$ cat src/hw/rtl/bmsa_fifo.sv
`timescale 1ns / 1ps
// ----------------------------------------------------------------------------
// bmsa_fifo
// Small synchronous queue of fixed-width words with full and empty flags.
// ----------------------------------------------------------------------------
module bmsa_fifo #(
  parameter int WIDTH = 8,
  parameter int DEPTH = 2
) (
  input  logic             clk,
  input  logic             rst,
  input  logic             push,
  input  logic [WIDTH-1:0] wdata,
  output logic             full,
  input  logic             pop,
  output logic [WIDTH-1:0] rdata,
  output logic             empty
);

  localparam int PTR_W = (DEPTH > 1) ? $clog2(DEPTH) : 1;
  localparam int CNT_W = $clog2(DEPTH + 1);
  localparam logic [CNT_W-1:0] DEPTH_CNT = CNT_W'(DEPTH);
  localparam logic [PTR_W-1:0] LAST_PTR  = PTR_W'(DEPTH - 1);
  localparam logic [PTR_W-1:0] PTR_ONE   = PTR_W'(1);
  localparam logic [CNT_W-1:0] CNT_ONE   = CNT_W'(1);

  logic [WIDTH-1:0] store [DEPTH];
  logic [PTR_W-1:0] wr_ptr;
  logic [PTR_W-1:0] rd_ptr;
  logic [CNT_W-1:0] count;
  logic             do_push;
  logic             do_pop;

  assign full    = (count == DEPTH_CNT);
  assign empty   = (count == '0);
  assign do_push = push && !full;
  assign do_pop  = pop && !empty;
  assign rdata   = store[rd_ptr];

  // storage
  always_ff @(posedge clk) begin
    if (do_push) begin
      store[wr_ptr] <= wdata;
    end
  end

  // pointers and fill count
  always_ff @(posedge clk) begin
    if (rst) begin
      wr_ptr <= '0;
      rd_ptr <= '0;
      count  <= '0;
    end else begin
      if (do_push) begin
        wr_ptr <= (wr_ptr == LAST_PTR) ? '0 : wr_ptr + PTR_ONE;
      end
      if (do_pop) begin
        rd_ptr <= (rd_ptr == LAST_PTR) ? '0 : rd_ptr + PTR_ONE;
      end
      if (do_push && !do_pop) begin
        count <= count + CNT_ONE;
      end else if (do_pop && !do_push) begin
        count <= count - CNT_ONE;
      end
    end
  end

endmodule

$ cat config.mk
export PLATFORM = sky130hd
export DESIGN_NAME = bmsa_fifo
export DESIGN_NICKNAME = d
export VERILOG_FILES = /design/src/hw/rtl/bmsa_fifo.sv
export SDC_FILE = /design/constraint.sdc
export NUM_CORES = 1
export LEC_CHECK = 0
export BUFFER_PORTS_ARGS = -buffer_cell sky130_fd_sc_hd__buf_2
export CORE_MARGIN = 3
export CORE_UTILIZATION = 48
export DETAILED_ROUTE_END_ITERATION = 6
export PLACE_DENSITY = 0.74
export SLEW_MARGIN = 40
export SYNTH_ARGS = -nofsm -noshare
export SYNTH_HDL_FRONTEND = slang
export SYNTH_SLANG_ARGS = --single-unit
$ cat constraint.sdc
create_clock -name clk -period 1.8 [get_ports clk]
set_input_delay 0.18 -clock clk [delete_from_list [all_inputs] [get_ports clk]]
set_output_delay 0.18 -clock clk [all_outputs]
set_load 0.01 [all_outputs]
==> results.json <==
{
  "run_status": "finished, final reports clean",
  "r2r-start": "count[0]",
  "critPathSlowestCell": "dfxtp_1",
  "fmaxAchievable_mhz": 634,
  "floorplan.initialDensity_pct": 52.1,
  "edff_count_synth": 16,
  "post_synthesis_share_of_cell_area_spent_on_and_or_nand_and_nor_gates_pct": 5.84,
  "critPathTopFamily": "compound AO/OA/AOI/OAI gates",
  "post_cts_clock_slew_at_the_launch_and_capture_registers_of_the_worst_setup_and_hold_paths_ns": 0.11,
  "timing.critical_path.required_ns": 2.03,
  "row_count": 14,
  "vias_in_the_first_global_route": 470,
  "flow.area_growth_from_synthesis_pct": 18.5,
  "syn_inst": 50,
  "maximum_number_of_pins_on_one_net_before_global_route_repair": 12,
  "holdPathEnd": "store[0][7]",
  "powerDensity_nw_per_um2": 1360,
  "ir_drop_mv": 0.858,
  "routed_wl_um": 1180,
  "slew_headroom_pct": 74.9,
  "placeableCoreArea_um2": 1520,
  "hp-start": "wdata[7]",
  "post_cts.repair.setup_buffers": 0,
  "crit_path_max_fanout": 5,
  "yosys.area.top_type": "edfxtp_1",
  "port-buffer-count": 21,
  "number_of_antenna_violations_at_the_first_check_in_global_routing": 0,
  "worstHoldPathType": "in -> reg",
  "cts_inserted_buffers": 3,
  "synth.lib_cells_used.distinct": 13,
  "startpoint_type": "register",
  "routed_wire_length_per_instance_um": 13.1,
  "maxCapViolations": 0,
  "slew_violations": 0,
  "worst_pin_slew_ns": 0.377,
  "dr_drc_count": 0,
  "final_clock_skew_ns": 0.00376,
  "dpl.cell_count": 86,
  "setup_violations": 0,
  "final_net_count": 88,
  "netlist_area_um2": 793,
  "synth_largest_type_area_fraction_pct": 60.6,
  "min_period_ns": 1.58,
  "synth_top_family_by_area": "multiplexers",
  "synth.mux.area_fraction_pct": 11.4,
  "synth_area_leaders": "edfxtp_1, dfxtp_1, mux2_2",
  "yosys.area_share.xor_xnor_pct": 3.31,
  "synth_common_cells": "edfxtp_1, mux2_2, dfxtp_1, nor2_1",
  "critical_path.cell_chain": "o21ai_0 -> ha_1 -> or3_1 -> a21oi_1",
  "dieWidth_um": 46.7,
  "worst-r2r-setup-slack_ns": 0.22,
  "rsz0062_at_grt": "no",
  "critPathKind": "reg -> reg",
  "vias_per_std_cell": 5.13,
  "cts.path.max_buffers": 2,
  "asyncSetResetFlopFracSynth_pct": 0,
  "static-leakage-power_uw": 0.000378,
  "r2r_end": "count[1]",
  "clock_sink_count": 21,
  "synth.yosys.seq_area_share_pct": 73.2,
  "die_h_um": 46.7,
  "cts_root_buffer": "clkbuf_4",
  "dpl.hpwl_um": 857,
  "antennaDiodeCount": 0,
  "synth_compound_area_share_pct": 3.15,
  "grt_usage_pct": 11.9,
  "global_route.overflow_total": 0,
  "grt_first_pass_wirelength_um": 1770,
  "post-synth-top-count-cell": "edfxtp_1",
  "synth_fa_ha_area_share_pct": 1.58,
  "critPathCaptureType": "register",
  "setup-tns-final_ns": 0,
  "final_antenna_net_count": 0,
  "die_area_um2": 2180,
  "finalNonFillerCells": 90,
  "first_iter_violations": 5,
  "htree_levels": 1,
  "clock_insertion_delay_worst_skew_ns": 0.29,
  "hold_depth": 1,
  "critPathMaxStageDelay_ns": 0.38,
  "post_cts.resized_instances": 0,
  "final.period_utilization_pct": 87.7,
  "crit_arrival_ns": 1.81,
  "mappedNetlistNets": 63,
  "syn_area_per_cell_um2": 15.9,
  "yosysWarningCount": 0,
  "drt_first_pass_iters": 2,
  "floorplan.io_pins": 22,
  "postSynthRegisterBits": 21,
  "gpl.final_weighted_congestion": 0.631,
  "worstRegToRegCells": 4,
  "predominant_post_synthesis_flop_cell": "edfxtp_1",
  "dr_total_vias": 462,
  "share_of_cells_above_drive_strength_1_pct": 44.6,
  "final_hold_viol_count": 0,
  "cts.hold.buffers_added": 0,
  "cp_num_buf_inv": 0,
  "cts_tree": "yes"
}
[registers in the layout, summed over array words and instances (netlist names), named ones only]
signal,flops
count,2
rd_ptr,1
store,16
wr_ptr,1
[worst max path at each step]
stage | start | endpoint | slack (ns) | depth (start not counted)
after floorplan | count[1] | count[1] | 0.31 | 5
after global routing | count[0] | count[1] | 0.13 | 4
after CTS | count[0] | count[1] | 0.22 | 4
final | count[0] | count[1] | 0.22 | 4
after global placement | count[0] | count[1] | 0.31 | 4
after detailed placement | count[0] | count[1] | 0.24 | 4
[through the flow]
step	power (uW)	utilization [%]	hold slack [ns]	setup WS, ns	instance area (um^2)
detailed placement	1080	59.9	0.371	0.239	913
global placement	1060	59.9	0.369	0.314	913
global route	1360	61.7	0.0564	0.127	940
CTS	1300	61.7	0.0602	0.217	940
floorplan	945	-	0.249	0.308	793
finish	1280	61.7	0.0716	0.222	940
[cells by family after synthesis]
| family | after synthesis |
|---|---|
| fa+ha+maj | 1 |
| xor+xnor | 3 |
| compound gates | 5 |
| buf+inv | 3 |
| mux | 8 |
| flops | 21 |
| simple gates | 9 |
[cell usage in the layout, fill, tap and decap left out]
cell      instances
buf_2            21
o21ai_0           3
dfxtp_1           5
nor2b_2           1
xor2_1            3
nor2_1            5
inv_1             2
or3_1             2
mux2_2            8
edfxtp_1         16
clkbuf_4          3
ha_1              1
and2_1            1
clkbuf_1          1
a21oi_1           2
[report_power, final]
| part | internal (uW) | switching [uW] |
|---|---|---|
| logic | 190 | 194 |
| registers | 618 | 62.7 |
| clock network | 86.0 | 127 |
| total | 894 | 383 |
[layout make-up]
cell class / instances / area [um^2]
Timing Repair Buffer: 21 / 105
Clock buffer: 4 / 26.3
Multi-Input combinational cell: 26 / 200
Fill cell: 130 / 584
Inverter: 2 / 7.51
Tap cell: 16 / 20.0
Sequential cell: 21 / 581
[metal layers]
layer	wire length [um]	vias to the layer above	share of wire [%]	global-route usage (%)
met5	0	-	0	0
met4	8	0	0.68	6.63
met3	101	2	8.6	3.52
met2	610	13	52	22.3
met1	456	216	39	11.3
li1	-	231	-	-
Note: power is estimated with default switching activity, not from simulation.
