$ cat config.mk
export PLATFORM = sky130hd
export DESIGN_NAME = bmsa_front
export DESIGN_NICKNAME = d
export VERILOG_FILES = /design/src/hw/rtl/bmsa_pkg.sv /design/src/hw/rtl/bmsa_front.sv
export SDC_FILE = /design/constraint.sdc
export NUM_CORES = 1
export LEC_CHECK = 0
export BUFFER_PORTS_ARGS = -buffer_cell sky130_fd_sc_hd__buf_2
export CORE_UTILIZATION = 48
export DETAILED_ROUTE_END_ITERATION = 10
export PLACE_DENSITY = 0.94
export SLEW_MARGIN = 30
export SYNTH_ARGS = -nofsm -noshare
export SYNTH_HDL_FRONTEND = slang
export SYNTH_SLANG_ARGS = --single-unit
$ cat constraint.sdc
create_clock -name clk -period 5.8 [get_ports clk]
set_clock_uncertainty 0.15 [all_clocks]
set_input_delay 0.29 -clock clk [delete_from_list [all_inputs] [get_ports clk]]
set_output_delay 0.29 -clock clk [all_outputs]
set_load 0.05 [all_outputs]
$ cat src/hw/rtl/bmsa_pkg.sv
`timescale 1ns / 1ps
// ----------------------------------------------------------------------------
// bmsa_pkg
// Shared types and codes for the bus memory slave with atomics.
// ----------------------------------------------------------------------------
package bmsa_pkg;

  // request kinds
  localparam logic [2:0] KIND_PUT_FULL    = 3'd0;
  localparam logic [2:0] KIND_PUT_PARTIAL = 3'd1;
  localparam logic [2:0] KIND_ARITH       = 3'd2;
  localparam logic [2:0] KIND_LOGIC       = 3'd3;
  localparam logic [2:0] KIND_GET         = 3'd4;
  localparam logic [2:0] KIND_INTENT      = 3'd5;

  // arithmetic atomic ops
  localparam logic [2:0] ARITH_MIN  = 3'd0;
  localparam logic [2:0] ARITH_MAX  = 3'd1;
  localparam logic [2:0] ARITH_MINU = 3'd2;
  localparam logic [2:0] ARITH_MAXU = 3'd3;
  localparam logic [2:0] ARITH_ADD  = 3'd4;

  // logical atomic ops
  localparam logic [2:0] LOGIC_XOR  = 3'd0;
  localparam logic [2:0] LOGIC_OR   = 3'd1;
  localparam logic [2:0] LOGIC_AND  = 3'd2;
  localparam logic [2:0] LOGIC_SWAP = 3'd3;

  // response kinds
  localparam logic [1:0] RESP_ACK      = 2'd0;
  localparam logic [1:0] RESP_ACK_DATA = 2'd1;
  localparam logic [1:0] RESP_HINT_ACK = 2'd2;

  // misc constants
  localparam logic [30:0] ADDR_STEP      = 31'd8;
  localparam logic [7:0]  LOW_LANES_MASK = 8'h0f;

  // request word
  typedef struct packed {
    logic [2:0]  kind;
    logic [2:0]  op_param;
    logic [2:0]  size_log2;
    logic [7:0]  source_id;
    logic [31:0] byte_address;
    logic [7:0]  byte_mask;
    logic [63:0] beat_data;
  } req_t;

  // response word
  typedef struct packed {
    logic [1:0]  resp_kind;
    logic [2:0]  resp_size;
    logic [7:0]  resp_source;
    logic [63:0] resp_data;
    logic        last_beat;
  } resp_t;

  // command classes handed from front to back
  typedef enum logic [1:0] {
    CMD_WRITE,
    CMD_ATOMIC,
    CMD_READ,
    CMD_HINT
  } cmd_op_t;

  // command word
  typedef struct packed {
    cmd_op_t     op;
    logic        arith;
    logic [2:0]  param;
    logic [2:0]  size;
    logic [7:0]  source;
    logic [30:0] offset;
    logic [7:0]  mask;
    logic [63:0] data;
    logic        last;
    logic [3:0]  beats;
  } cmd_t;

  // back end sequencer states
  typedef enum logic [1:0] {
    ST_IDLE,
    ST_FETCH,
    ST_EXEC
  } back_state_t;

endpackage

$ cat src/hw/rtl/bmsa_front.sv
`timescale 1ns / 1ps
// ----------------------------------------------------------------------------
// bmsa_front
// Request front end: latches headers, tracks bursts, classifies each word.
// ----------------------------------------------------------------------------
module bmsa_front
  import bmsa_pkg::*;
#(
  parameter int MAX_SIZE_LOG2 = 6
) (
  input  logic        clk,
  input  logic        rst,
  input  logic        push,
  input  req_t        req,
  output logic        full,
  input  logic [30:0] base_address,
  input  logic        cmd_full,
  output logic        cmd_push,
  output cmd_t        cmd
);

  localparam int          CLAMP   = (MAX_SIZE_LOG2 > 7) ? 7 : MAX_SIZE_LOG2;
  localparam logic [2:0]  CLAMP_S = 3'(CLAMP);

  logic [30:0] burst_address;
  logic [30:0] burst_address_next;
  logic [3:0]  beats_left;
  logic [3:0]  beats_left_next;
  logic [2:0]  held_kind;
  logic [2:0]  held_param;
  logic [2:0]  held_size;
  logic [7:0]  held_source;

  logic        accept;
  logic        header;
  logic        known;
  logic [2:0]  cur_kind;
  logic [2:0]  cur_param;
  logic [2:0]  cur_size;
  logic [7:0]  cur_source;
  logic [30:0] cur_addr;
  logic [3:0]  cur_beats;
  logic [2:0]  size_cl;
  logic [3:0]  header_beats;

  assign full   = cmd_full;
  assign accept = push && !cmd_full;
  assign header = (beats_left == '0);
  assign known  = (req.kind <= KIND_INTENT);

  // burst length from clamped size
  always_comb begin
    size_cl = (req.size_log2 > CLAMP_S) ? CLAMP_S : req.size_log2;
    unique case (size_cl)
      3'd4:    header_beats = 4'd2;
      3'd5:    header_beats = 4'd4;
      3'd6,
      3'd7:    header_beats = 4'd8;
      default: header_beats = 4'd1;
    endcase
  end

  // header or held fields for this word
  always_comb begin
    if (header) begin
      cur_kind   = req.kind;
      cur_param  = req.op_param;
      cur_size   = req.size_log2;
      cur_source = req.source_id;
      cur_addr   = req.byte_address[30:0];
      cur_beats  = header_beats;
    end else begin
      cur_kind   = held_kind;
      cur_param  = held_param;
      cur_size   = held_size;
      cur_source = held_source;
      cur_addr   = burst_address;
      cur_beats  = beats_left;
    end
  end

  // classify the word into a command
  always_comb begin
    cmd_push           = accept && (!header || known);
    cmd.arith          = (cur_kind == KIND_ARITH);
    cmd.param          = cur_param;
    cmd.size           = cur_size;
    cmd.source         = cur_source;
    cmd.offset         = cur_addr - base_address;
    cmd.mask           = req.byte_mask;
    cmd.data           = req.beat_data;
    cmd.last           = (cur_beats == 4'd1);
    cmd.beats          = cur_beats;
    beats_left_next    = beats_left;
    burst_address_next = burst_address;
    priority case (cur_kind)
      KIND_GET: begin
        cmd.op = CMD_READ;
      end
      KIND_INTENT: begin
        cmd.op = CMD_HINT;
      end
      KIND_PUT_FULL, KIND_PUT_PARTIAL: begin
        cmd.op = CMD_WRITE;
      end
      default: begin
        cmd.op = CMD_ATOMIC;
      end
    endcase
    if (cmd_push) begin
      burst_address_next = cur_addr + ADDR_STEP;
      if (cmd.op == CMD_WRITE || cmd.op == CMD_ATOMIC) begin
        beats_left_next = cur_beats - 4'd1;
      end else begin
        beats_left_next = '0;
      end
    end
  end

  // burst tracking
  always_ff @(posedge clk) begin
    if (rst) begin
      burst_address <= '0;
      beats_left    <= '0;
      held_kind     <= '0;
      held_param    <= '0;
      held_size     <= '0;
      held_source   <= '0;
    end else begin
      burst_address <= burst_address_next;
      beats_left    <= beats_left_next;
      if (cmd_push && header) begin
        held_kind   <= cur_kind;
        held_param  <= cur_param;
        held_size   <= cur_size;
        held_source <= cur_source;
      end
    end
  end

endmodule

==> out/metrics.yaml <==
layoutNonFillerInstCount: 1030
synth_edf_count: 0
dieWidth_um: 111
period_minus_slack_ps: 5410
areaGrowthSynthToFinish_pct: 7.38
finalCoreUtilization_pct: 53.0
cts_resized: 0
worst_skew_pair.late_latency_ps: 290
timing.setup.tns_ps: 0
min_period_over_period_pct: 93.3
wl_mm: 14.8
drc: 0
netlist_top_cells_area: "dfxtp_1 18%, nand2_1 14%, buf_4 9.7%, ha_1 7.3%, a21oi_1 5.9%"
netlist_instances: 844
antenna_found_initial: 1
synth_area_per_cell_um2: 6.71
htreeDepth: 2
ir_drop_mv: 0.226
endpoint_kind: "output pin"
hold_viol_final: 0
yosysMostFrequentCell: "nand2_1"
final_area_um2: 6080
drt_iter0_drc: 437
grt_start_max_net_pins: 42
cp_max_fo: 28
fillers: 1136
drt_first_pass_iters: 5
maxSlewHeadroom_pct: 45.1
gp_congestion: 0.917
leakagePower_nw: 2.93
yosysWarningCount: 0
cts_tree: "built"
worstPathArrival_ps: 4970
synth_cell_types: 63
rsz0062_at_grt: "false"
die_height_um: 111
post-place-cells: 1021
post_cts_buffers: 0
viasPerCell: 5.60
dieArea_um2: 12200
setup_viol: 0
drive_gt1_share_pct: 18.6
place_area_um2: 5890
crit_path_start: "beats_left[1]$_SDFFE_PP0P_"
rr_startpoint: "beats_left[1]$_SDFFE_PP0P_"
cap_viol_max_count: 0
min_from: "req[116]"
yosys.area.top_type_share_pct: 18.4
max_freq_ghz: 0.185
start_util_pct: 49.4
crit_type: "reg -> out"
ant_nets: 0
synth_nets: 1034
rows: 39
r2r_setup_slack_ps: 2300
nNetsFinal: 1075
worstMarginPinSlew_ps: 803
grt_remaining_overflow: 0
root_buffer: "clkbuf_16"
hp-class: "in -> reg"
num_io_pins: 283
ys.flop_type: "dfxtp_1"
synthTopCellsByCount: "216 x nand2_1, 73 x buf_4, 67 x a21oi_1, 52 x dfxtp_1, 45 x inv_1"
path_clk_slew_ps: 60
grt_pass1_vias: 5376
ys_ff_latch: 52
outcome: "complete, no violations"
maxSlewViolCount: 0
finalWorstSetupSlack_ps: 388
synth_area_um2: 5660
port_buffers: 137
async_flop_share_pct: 0
pre_cts_slack_ps: 760
holdBufCountCts: 0
grt_pass1_wl_mm: 24.8
clock-sinks: 52
power_density_nw_per_um2: 298
synth.largest_area_cell: "dfxtp_1"
coreArea_um2: 11500
setup.worst_path.start_class: "flip-flop"
hpwl_mm: 11.5
vias: 5773
worstPathRequired_ps: 5360
grt_usage_pct: 24.0
cts_buffer_depth: 2
wl_per_cell_um: 14.4
cts_buffers: 5
ys_seq_area_share_pct: 18.4
critical path: stages, from the launching register on:
cell and delay (ps):
dfxtp_1 370, or4_2 1000, nand2_1 180, nand2_1 130
fa_1 450, a21o_1 220, a221oi_1 400, o21ai_1 280
a2111oi_0 810, o31a_1 280, o21ai_0 130, xnor2_1 160
buf_2 270
cell usage in the layout (no fill, tap or decap), types with 12 or more instances in the layout:
| cell | count |
|---|---|
| a21o_1 | 17 |
| inv_1 | 45 |
| o21ai_0 | 22 |
| nand3_1 | 37 |
| nand2_1 | 216 |
| nand2b_1 | 13 |
| xor2_1 | 13 |
| nor2_1 | 36 |
| nor3_1 | 13 |
| xnor2_1 | 34 |
| dfxtp_1 | 52 |
| a31oi_1 | 12 |
| ha_1 | 33 |
| buf_2 | 137 |
| nand4_1 | 13 |
| a21oi_1 | 67 |
power by group:
part           internal [mW]  switching (mW)
clock network          0.228           0.137
registers              0.377          0.0179
logic                  0.299           0.753
total                  0.904           0.908
flip-flops by register name (all words and copies together), names as in the netlist:
| name | count |
|---|---|
| burst_address | 31 |
| held_source | 8 |
| beats_left | 4 |
| held_kind | 3 |
| held_size | 3 |
| held_param | 3 |
cell type report:
| cell class | instances | area, um^2 | share of cell area [%] |
|---|---|---|---|
| inverters | 46 | 173 | 2.84 |
| repair buffers | 143 | 743 | 12.2 |
| flip-flops and latches | 52 | 1040 | 17.1 |
| well taps | 143 | 179 | 2.94 |
| clock buffers | 7 | 153 | 2.51 |
| multi-input cells | 637 | 3760 | 61.8 |
| clock inverters | 1 | 30.0 | 0.494 |
| diodes | 1 | 2.50 | 0.0412 |
cells by family after synthesis:
| logic type | count (synthesis) | synth area share, % |
|---|---|---|
| adder cells (fa/ha/maj) | 34 | 7.65 |
| flip-flops | 52 | 18.4 |
| AND/OR/NAND/NOR | 377 | 30.6 |
| buffers and inverters | 155 | 15.2 |
| XOR/XNOR | 47 | 7.27 |
| AO/OA/AOI/OAI | 170 | 19.3 |
| multiplexers | 9 | 1.61 |
through the flow:
step           hold slack [ps]  total power, mW
2_1_floorplan              276             1.35
3_3_place_gp               288             1.43
3_5_place_dp               297             1.45
4_1_cts                   91.7             1.82
5_1_grt                   95.5             1.91
6_report                   100             1.81
metal layers:
layer	up-vias	share of wire [%]	global-route usage (%)
li1	2888	-	-
met1	2620	43	30.2
met2	231	48	40.8
met3	34	7.7	5.10
met4	0	1.4	7.29
met5	-	0	0
final timing paths:
path                                                       end  depth (start not counted)
worst min-delay path                held_param[1]$_SDFFE_PP0P_                          3
worst max register to register  burst_address[25]$_SDFFE_PP0P_                         12
worst max-delay path                                  cmd[107]                         12
worst min register to register     held_source[4]$_SDFFE_PP0P_                          2
Note: power is estimated with default switching activity, not from simulation.
